<file path="src/design/dvrt_pkg.sv">
// Shared types and constants for the distance-vector route table.
package dvrt_pkg;

    localparam logic [2:0] MODE_LOCAL = 3'd0;
    localparam logic [2:0] MODE_ADV   = 3'd1;
    localparam logic [2:0] MODE_QUERY = 3'd2;
    localparam logic [2:0] MODE_DUMP  = 3'd3;
    localparam logic [2:0] MODE_TICK  = 3'd4;

    localparam logic [4:0] METRIC_INF     = 5'd16;
    localparam logic [4:0] METRIC_ADV_MAX = 5'd15;
    localparam logic [4:0] METRIC_LOCAL   = 5'd0;

    typedef struct packed {
        logic [2:0]  mode;
        logic [31:0] dest_addr;
        logic [31:0] adv_metric;
        logic [15:0] link_cost;
        logic [31:0] neighbor_addr;
        logic [3:0]  port_in;
    } in_item_t;

    typedef struct packed {
        logic [31:0] addr_out;
        logic [4:0]  metric_out;
        logic [31:0] next_hop_out;
        logic [3:0]  port_out;
        logic        found;
        logic        installed;
        logic        table_full;
        logic        last;
    } out_item_t;

    typedef struct packed {
        logic        valid;
        logic [31:0] dest;
        logic [4:0]  metric;
        logic [31:0] next_hop;
        logic [3:0]  port;
    } route_t;

    typedef struct packed {
        logic shift;
        logic wr;
    } cell_ctrl_t;

    typedef enum logic [2:0] {
        ST_IDLE,
        ST_SCAN,
        ST_COMMIT,
        ST_DUMP,
        ST_FLUSH
    } state_t;

endpackage

</file>
<file path="src/design/dvrt_cell.sv">
// One route slot of the rotating table ring.
module dvrt_cell
    import dvrt_pkg::*;
(
    input  logic       aclk,
    input  logic       aresetn,
    input  cell_ctrl_t ctrl,
    input  route_t     wr_route,
    input  route_t     nbr_route,
    output route_t     route
);

    logic        valid_reg;
    logic [31:0] dest_reg;
    logic [4:0]  metric_reg;
    logic [31:0] hop_reg;
    logic [3:0]  port_reg;

    always_ff @(posedge aclk) begin
        if (!aresetn) begin
            valid_reg <= 1'b0;
        end else if (ctrl.wr) begin
            valid_reg <= 1'b1;
        end else if (ctrl.shift) begin
            valid_reg <= nbr_route.valid;
        end
    end

    always_ff @(posedge aclk) begin
        if (ctrl.wr) begin
            dest_reg   <= wr_route.dest;
            metric_reg <= wr_route.metric;
            hop_reg    <= wr_route.next_hop;
            port_reg   <= wr_route.port;
        end else if (ctrl.shift) begin
            dest_reg   <= nbr_route.dest;
            metric_reg <= nbr_route.metric;
            hop_reg    <= nbr_route.next_hop;
            port_reg   <= nbr_route.port;
        end
    end

    assign route = '{valid: valid_reg, dest: dest_reg, metric: metric_reg,
                     next_hop: hop_reg, port: port_reg};

endmodule

</file>
<file path="src/design/distance_vector_route_table.sv">
// Top level of the distance-vector route table: slot ring and sequencer.
// The table is a ring of TABLE_DEPTH slot cells that rotates one place per
// cycle, while scanning or dumping and not held by the result side, past a
// single head cell, where every lookup compare and dump read happens.
// Install, advertise and query items each go through accept, one full
// rotation and commit; commit waits while the result side holds off. A
// dump, or a tick with the changed flag set, makes one full rotation and a
// flush, held up while the result side holds off, and emits the valid
// slots in ascending slot order with last on the final one. The result
// register lets a new item be accepted while the previous result still waits.
module distance_vector_route_table
    import dvrt_pkg::*;
#(
    parameter int TABLE_DEPTH = 32,
    parameter int NUM_PORTS   = 16
) (
    input  logic      aclk,
    input  logic      aresetn,
    input  logic      s_valid,
    output logic      s_ready,
    input  in_item_t  s_data,
    output logic      m_valid,
    input  logic      m_ready,
    output out_item_t m_data
);

    localparam int IDX_W = (TABLE_DEPTH > 1) ? $clog2(TABLE_DEPTH) : 1;

    state_t            state_reg, state_next;
    in_item_t          in_reg, in_next;
    logic [IDX_W-1:0]  step_reg, step_next;
    logic              match_found_reg, match_found_next;
    logic [IDX_W-1:0]  match_idx_reg, match_idx_next;
    route_t            match_reg, match_next;
    logic              free_found_reg, free_found_next;
    logic [IDX_W-1:0]  free_idx_reg, free_idx_next;
    logic              changed_reg, changed_next;
    route_t            pend_reg, pend_next;
    logic              pend_valid_reg, pend_valid_next;
    logic              m_valid_reg, m_valid_next;
    out_item_t         m_data_reg, m_data_next;

    route_t            ring [TABLE_DEPTH];
    route_t            head;
    logic              shift_en;
    logic              wr_en;
    logic [IDX_W-1:0]  wr_idx;
    route_t            wr_route;

    // commit-time values
    logic              is_insert;
    logic              port_ok;
    logic [4:0]        adv_clamped;
    logic [16:0]       metric_sum;
    logic [4:0]        new_metric;
    logic [31:0]       new_hop;
    logic              do_wr;
    logic              drop_full;
    logic              out_free;
    logic              last_step;

    assign head      = ring[0];
    assign out_free  = !m_valid_reg || m_ready;
    assign last_step = (step_reg == IDX_W'(TABLE_DEPTH - 1));

    genvar gi;
    generate
        for (gi = 0; gi < TABLE_DEPTH; gi++) begin : g_cell
            localparam int NXT = (gi + 1) % TABLE_DEPTH;
            cell_ctrl_t cctrl;
            assign cctrl.shift = shift_en;
            assign cctrl.wr    = wr_en && (wr_idx == IDX_W'(gi));
            dvrt_cell u_cell (
                .aclk      (aclk),
                .aresetn   (aresetn),
                .ctrl      (cctrl),
                .wr_route  (wr_route),
                .nbr_route (ring[NXT]),
                .route     (ring[gi])
            );
        end
    endgenerate

    always_comb begin
        is_insert   = (in_reg.mode == MODE_LOCAL) || (in_reg.mode == MODE_ADV);
        port_ok     = ({1'b0, in_reg.port_in} < 5'(NUM_PORTS));
        adv_clamped = (|in_reg.adv_metric[31:4]) ? METRIC_INF
                                                 : {1'b0, in_reg.adv_metric[3:0]};
        metric_sum  = {12'd0, adv_clamped} + {1'b0, in_reg.link_cost};
        if (in_reg.mode == MODE_LOCAL) begin
            new_metric = METRIC_LOCAL;
            new_hop    = in_reg.dest_addr;
        end else begin
            new_metric = (metric_sum > {12'd0, METRIC_INF}) ? METRIC_INF : metric_sum[4:0];
            new_hop    = in_reg.neighbor_addr;
        end
        // an advertised route replaces a held one only on a strictly lower cost
        do_wr     = is_insert && port_ok &&
                    ((!match_found_reg && free_found_reg) ||
                     (match_found_reg && ((in_reg.mode == MODE_LOCAL) ||
                                          (match_reg.metric > new_metric))));
        drop_full = is_insert && port_ok && !match_found_reg && !free_found_reg;
        wr_idx    = match_found_reg ? match_idx_reg : free_idx_reg;
        wr_route  = '{valid: 1'b1, dest: in_reg.dest_addr, metric: new_metric,
                      next_hop: new_hop, port: in_reg.port_in};
    end

    always_comb begin
        state_next       = state_reg;
        in_next          = in_reg;
        step_next        = step_reg;
        match_found_next = match_found_reg;
        match_idx_next   = match_idx_reg;
        match_next       = match_reg;
        free_found_next  = free_found_reg;
        free_idx_next    = free_idx_reg;
        changed_next     = changed_reg;
        pend_next        = pend_reg;
        pend_valid_next  = pend_valid_reg;
        m_valid_next     = m_valid_reg && !m_ready;
        m_data_next      = m_data_reg;
        shift_en         = 1'b0;
        wr_en            = 1'b0;
        s_ready          = 1'b0;

        unique case (state_reg)
            ST_IDLE: begin
                s_ready = 1'b1;
                if (s_valid) begin
                    in_next          = s_data;
                    step_next        = '0;
                    match_found_next = 1'b0;
                    free_found_next  = 1'b0;
                    pend_valid_next  = 1'b0;
                    unique case (s_data.mode) inside
                        MODE_LOCAL, MODE_ADV, MODE_QUERY: state_next = ST_SCAN;
                        MODE_DUMP: state_next = ST_DUMP;
                        MODE_TICK: begin
                            state_next   = changed_reg ? ST_DUMP : ST_IDLE;
                            changed_next = 1'b0;
                        end
                        default: state_next = ST_IDLE;
                    endcase
                end
            end

            ST_SCAN: begin
                // head holds original slot step_reg; lowest match and free slot win
                shift_en  = 1'b1;
                step_next = step_reg + 1'b1;
                if (head.valid && (head.dest == in_reg.dest_addr) && !match_found_reg) begin
                    match_found_next = 1'b1;
                    match_idx_next   = step_reg;
                    match_next       = head;
                end
                if (!head.valid && !free_found_reg) begin
                    free_found_next = 1'b1;
                    free_idx_next   = step_reg;
                end
                if (last_step) begin
                    step_next  = '0;
                    state_next = ST_COMMIT;
                end
            end

            ST_COMMIT: begin
                if (out_free) begin
                    wr_en        = do_wr;
                    m_valid_next = 1'b1;
                    m_data_next.addr_out   = in_reg.dest_addr;
                    m_data_next.found      = match_found_reg;
                    m_data_next.installed  = do_wr;
                    m_data_next.table_full = drop_full;
                    m_data_next.last       = 1'b1;
                    if (do_wr) begin
                        m_data_next.metric_out   = new_metric;
                        m_data_next.next_hop_out = new_hop;
                        m_data_next.port_out     = in_reg.port_in;
                    end else if (match_found_reg) begin
                        m_data_next.metric_out   = match_reg.metric;
                        m_data_next.next_hop_out = match_reg.next_hop;
                        m_data_next.port_out     = match_reg.port;
                    end else begin
                        m_data_next.metric_out   = METRIC_INF;
                        m_data_next.next_hop_out = '0;
                        m_data_next.port_out     = '0;
                    end
                    if (do_wr && (in_reg.mode == MODE_ADV)) begin
                        changed_next = 1'b1;
                    end
                    state_next = ST_IDLE;
                end
            end

            ST_DUMP: begin
                // one valid slot is held back so the final one can carry last
                if (!(head.valid && pend_valid_reg && !out_free)) begin
                    shift_en  = 1'b1;
                    step_next = step_reg + 1'b1;
                    if (head.valid) begin
                        if (pend_valid_reg) begin
                            m_valid_next = 1'b1;
                            m_data_next  = '{addr_out: pend_reg.dest,
                                             metric_out: pend_reg.metric,
                                             next_hop_out: pend_reg.next_hop,
                                             port_out: pend_reg.port,
                                             found: 1'b1, installed: 1'b0,
                                             table_full: 1'b0, last: 1'b0};
                        end
                        pend_next       = head;
                        pend_valid_next = 1'b1;
                    end
                    if (last_step) begin
                        step_next  = '0;
                        state_next = ST_FLUSH;
                    end
                end
            end

            ST_FLUSH: begin
                if (!pend_valid_reg) begin
                    state_next = ST_IDLE;
                end else if (out_free) begin
                    m_valid_next    = 1'b1;
                    m_data_next     = '{addr_out: pend_reg.dest,
                                        metric_out: pend_reg.metric,
                                        next_hop_out: pend_reg.next_hop,
                                        port_out: pend_reg.port,
                                        found: 1'b1, installed: 1'b0,
                                        table_full: 1'b0, last: 1'b1};
                    pend_valid_next = 1'b0;
                    state_next      = ST_IDLE;
                end
            end

            default: state_next = ST_IDLE;
        endcase
    end

    always_ff @(posedge aclk) begin
        if (!aresetn) begin
            state_reg      <= ST_IDLE;
            changed_reg    <= 1'b0;
            pend_valid_reg <= 1'b0;
            m_valid_reg    <= 1'b0;
        end else begin
            state_reg      <= state_next;
            changed_reg    <= changed_next;
            pend_valid_reg <= pend_valid_next;
            m_valid_reg    <= m_valid_next;
        end
    end

    always_ff @(posedge aclk) begin
        in_reg          <= in_next;
        step_reg        <= step_next;
        match_found_reg <= match_found_next;
        match_idx_reg   <= match_idx_next;
        match_reg       <= match_next;
        free_found_reg  <= free_found_next;
        free_idx_reg    <= free_idx_next;
        pend_reg        <= pend_next;
        m_data_reg      <= m_data_next;
    end

    assign m_valid = m_valid_reg;
    assign m_data  = m_data_reg;

endmodule

</file>
<file path="config.mk">
export PLATFORM = sky130hd
export DESIGN_NAME = distance_vector_route_table
export DESIGN_NICKNAME = d
export VERILOG_FILES = /design/src/design/dvrt_pkg.sv /design/src/design/dvrt_cell.sv /design/src/design/distance_vector_route_table.sv
export SDC_FILE = /design/constraint.sdc
export NUM_CORES = 2
export LEC_CHECK = 0
export BUFFER_PORTS_ARGS = -buffer_cell sky130_fd_sc_hd__buf_2
export CELL_PAD_IN_SITES_DETAIL_PLACEMENT = 0
export CELL_PAD_IN_SITES_GLOBAL_PLACEMENT = 1
export CORE_UTILIZATION = 60
export CTS_CLUSTER_SIZE = 25
export DETAILED_ROUTE_END_ITERATION = 8
export PLACE_DENSITY = 0.83
export SLEW_MARGIN = 20
export SYNTH_ARGS = -nofsm -noshare
export SYNTH_HDL_FRONTEND = slang
export SYNTH_HIERARCHICAL = 1
export SYNTH_SLANG_ARGS = --single-unit
</file>
<file path="constraint.sdc">
create_clock -name aclk -period 11.65 [get_ports aclk]
set_input_delay 1.7475 -clock aclk [delete_from_list [all_inputs] [get_ports aclk]]
set_output_delay 1.7475 -clock aclk [all_outputs]
set_load 0.02 [all_outputs]
</file>
==> results.ini <==
[die]
initial_core_util_pct=60.6
core-area_mm2=0.198
rows=163
die-height_um=449
die_width_um=449
boundaryPins=202
dieArea_mm2=0.202

[worst_setup_path]
reg2regPathDepth=23
arrival_ns=9.60
crit_path_start_kind=flip-flop
path_max_fanout=50
crit_required_ns=12.17
end_kind=flip-flop
path_class=flip-flop to flip-flop

[clock_network]
cts_buffer_depth=4
cts_buffers=292
post_cts_resized=0
post-cts-setup-buffer-count=0
cts-htree-levels=5
clk_pin_slew_ns=0.06
cts_hold_buf=0
clock_sinks=2701
cts_tree=done
root_buffer=clkbuf_16
clock_latency_ns=0.93

[final_layout]
fillers=12800
drive_gt1_share_pct=48.8
final_area_mm2=0.132
final_core_util_pct=66.6
nets=6515
syn2layout_area_growth_pct=9.88

[detailed_routing]
wire_per_inst_um=32.2
routed_wl_um=297000
drt-vias-per-instance=6.36
vias=58600
drt_iter0_drc=6232
drt_first_pass_iters=8
drc=0
drtAntennaViolNets=0

[sta]
finalSetupViolCount=0
skew_ns=0.0527
setup_tns_ns=0
slew_headroom_pct=19.9
rsz0062_at_grt=false
period_minus_slack_ns=9.07
clock.fmax_mhz=110
timing.hold.ws_ns=0.478
final_hold_viol_count=0
timing.final.crit_share_pct=77.9
worst-slew-pin-transition_ns=1.20
maxSlewViolCount=0

[min_path]
hp-class=flip-flop to flip-flop
holdPathStages=0

[global_route]
grt_util_all_layers_pct=29.2
grt_first_pass_wirelength_um=429000
antenna_found_initial=11
grt_overflow_total=0
grt_pass1_vias=59000
grt_max_degree=82

[run_status]
status=complete, no violations

[power_and_ir_drop]
ir_worst_vdd_v=0.000179
p_int_w=0.0182
clockPowerShare_pct=36.0
p_comb_share_pct=11.7
switchingPower_w=0.00581
swShare_pct=24.2
powerDensity_mw_per_mm2=182
p_seq_share_pct=52.3
p_leak_nw=46.2

[job]
drv_cap=0

[yosys]
ys_warn_count=6
syn_nets=6186
syn-cell-area_mm2=0.120
syn_area_per_cell_um2=19.8
syn_inst=6050

[place]
gp_congestion=0.883
placed_cell_area_mm2=0.123
dp_hpwl_um=174000
portBuffers=201

[critical path, cell delays in order, from the launching register on]
cell      delay [ns]
edfxtp_1        0.37
nor4_1          0.43
nand4_1         0.21
nor2_1          0.27
and2_1          0.18
ha_1            0.23
fa_1            0.26
a211oi_2        0.10
o21bai_1        0.47
nand3_1         0.14
a32oi_1         0.24
and4bb_1        0.49
and3_2          0.87
inv_1           0.14
ha_1            0.33
and4_1          0.19
a21oi_1         0.15
o31ai_1         0.11
a31o_2          0.47
nor3_1          0.47
nand2_1         0.36
nor2_4          0.67
or2_4           0.48
buf_4           0.86
[cells in the final DEF (no fill, tap or decap), drive strengths merged, types with 4 or more instances in the layout]
cell / instances
buf: 362
nor4: 17
and3: 38
nor2b: 4
nand2: 162
nor2: 69
dfxtp: 38
clkbuf: 380
nand4: 9
clkinv: 94
xnor2: 9
nand3: 17
ha: 12
nor3: 13
mux2: 2400
o32ai: 4
a31oi: 11
o21ai: 43
o21a: 34
xor2: 30
a21oi: 42
diode: 8
bufinv: 12
nand2b: 7
inv: 24
or2: 35
and2: 9
edfxtp: 2663
[metrics by stage]
step / setup slack, ns / cells / total power, W
after detailed placement: 2.71 / 8724 / 0.0155
after global placement: 2.68 / 8716 / 0.0154
after CTS: 2.72 / 9217 / 0.0241
after global routing: 2.25 / 9221 / 0.0247
final: 2.58 / 9226 / 0.0240
after floorplan: 4.89 / 6050 / 0.0143
[power groups by stage]
stage	Sequential, W	Clock (W)	Combinational (W)
floorplan	0.0126	0	0.00165
global placement	0.0127	0	0.00270
CTS	0.0126	0.00878	0.00279
finish	0.0126	0.00866	0.00281
global route	0.0126	0.00913	0.00293
detailed placement	0.0127	0	0.00277
[metal layers]
metal | up-vias | track usage, % | part of all wire (%)
met5 | - | 0.308 | 0.035
li1 | 24300 | - | -
met2 | 2567 | 44.8 | 46
met4 | 4 | 10.4 | 3.5
met1 | 31300 | 41.7 | 42
met3 | 468 | 5.82 | 8.1
[path summary, 6_finish.rpt]
kind	start	to	slack, ns
min reg2reg	g_cell[0].u_cell/hop_reg[1]$_DFFE_PP_	pend_reg[5]$_DFFE_PP_	0.48
max	in_reg[62]$_DFFE_PP_	g_cell[0].u_cell/hop_reg[4]$_DFFE_PP_	2.58
min	g_cell[0].u_cell/hop_reg[1]$_DFFE_PP_	pend_reg[5]$_DFFE_PP_	0.48
max reg2reg	in_reg[62]$_DFFE_PP_	g_cell[0].u_cell/hop_reg[4]$_DFFE_PP_	2.58
[cell type report]
class	count	area [µm²]	area share, %
Antenna cell	8	20.0	0.0152
Clock buffer	380	7850	5.96
Clock inverter	113	817	0.620
Inverter	20	80.1	0.0608
Multi-Input combinational cell	3002	36600	27.8
Sequential cell	2701	80700	61.3
Tap cell	2640	3300	2.51
Timing Repair Buffer	362	2350	1.78
(Power assumes the default switching activity.)
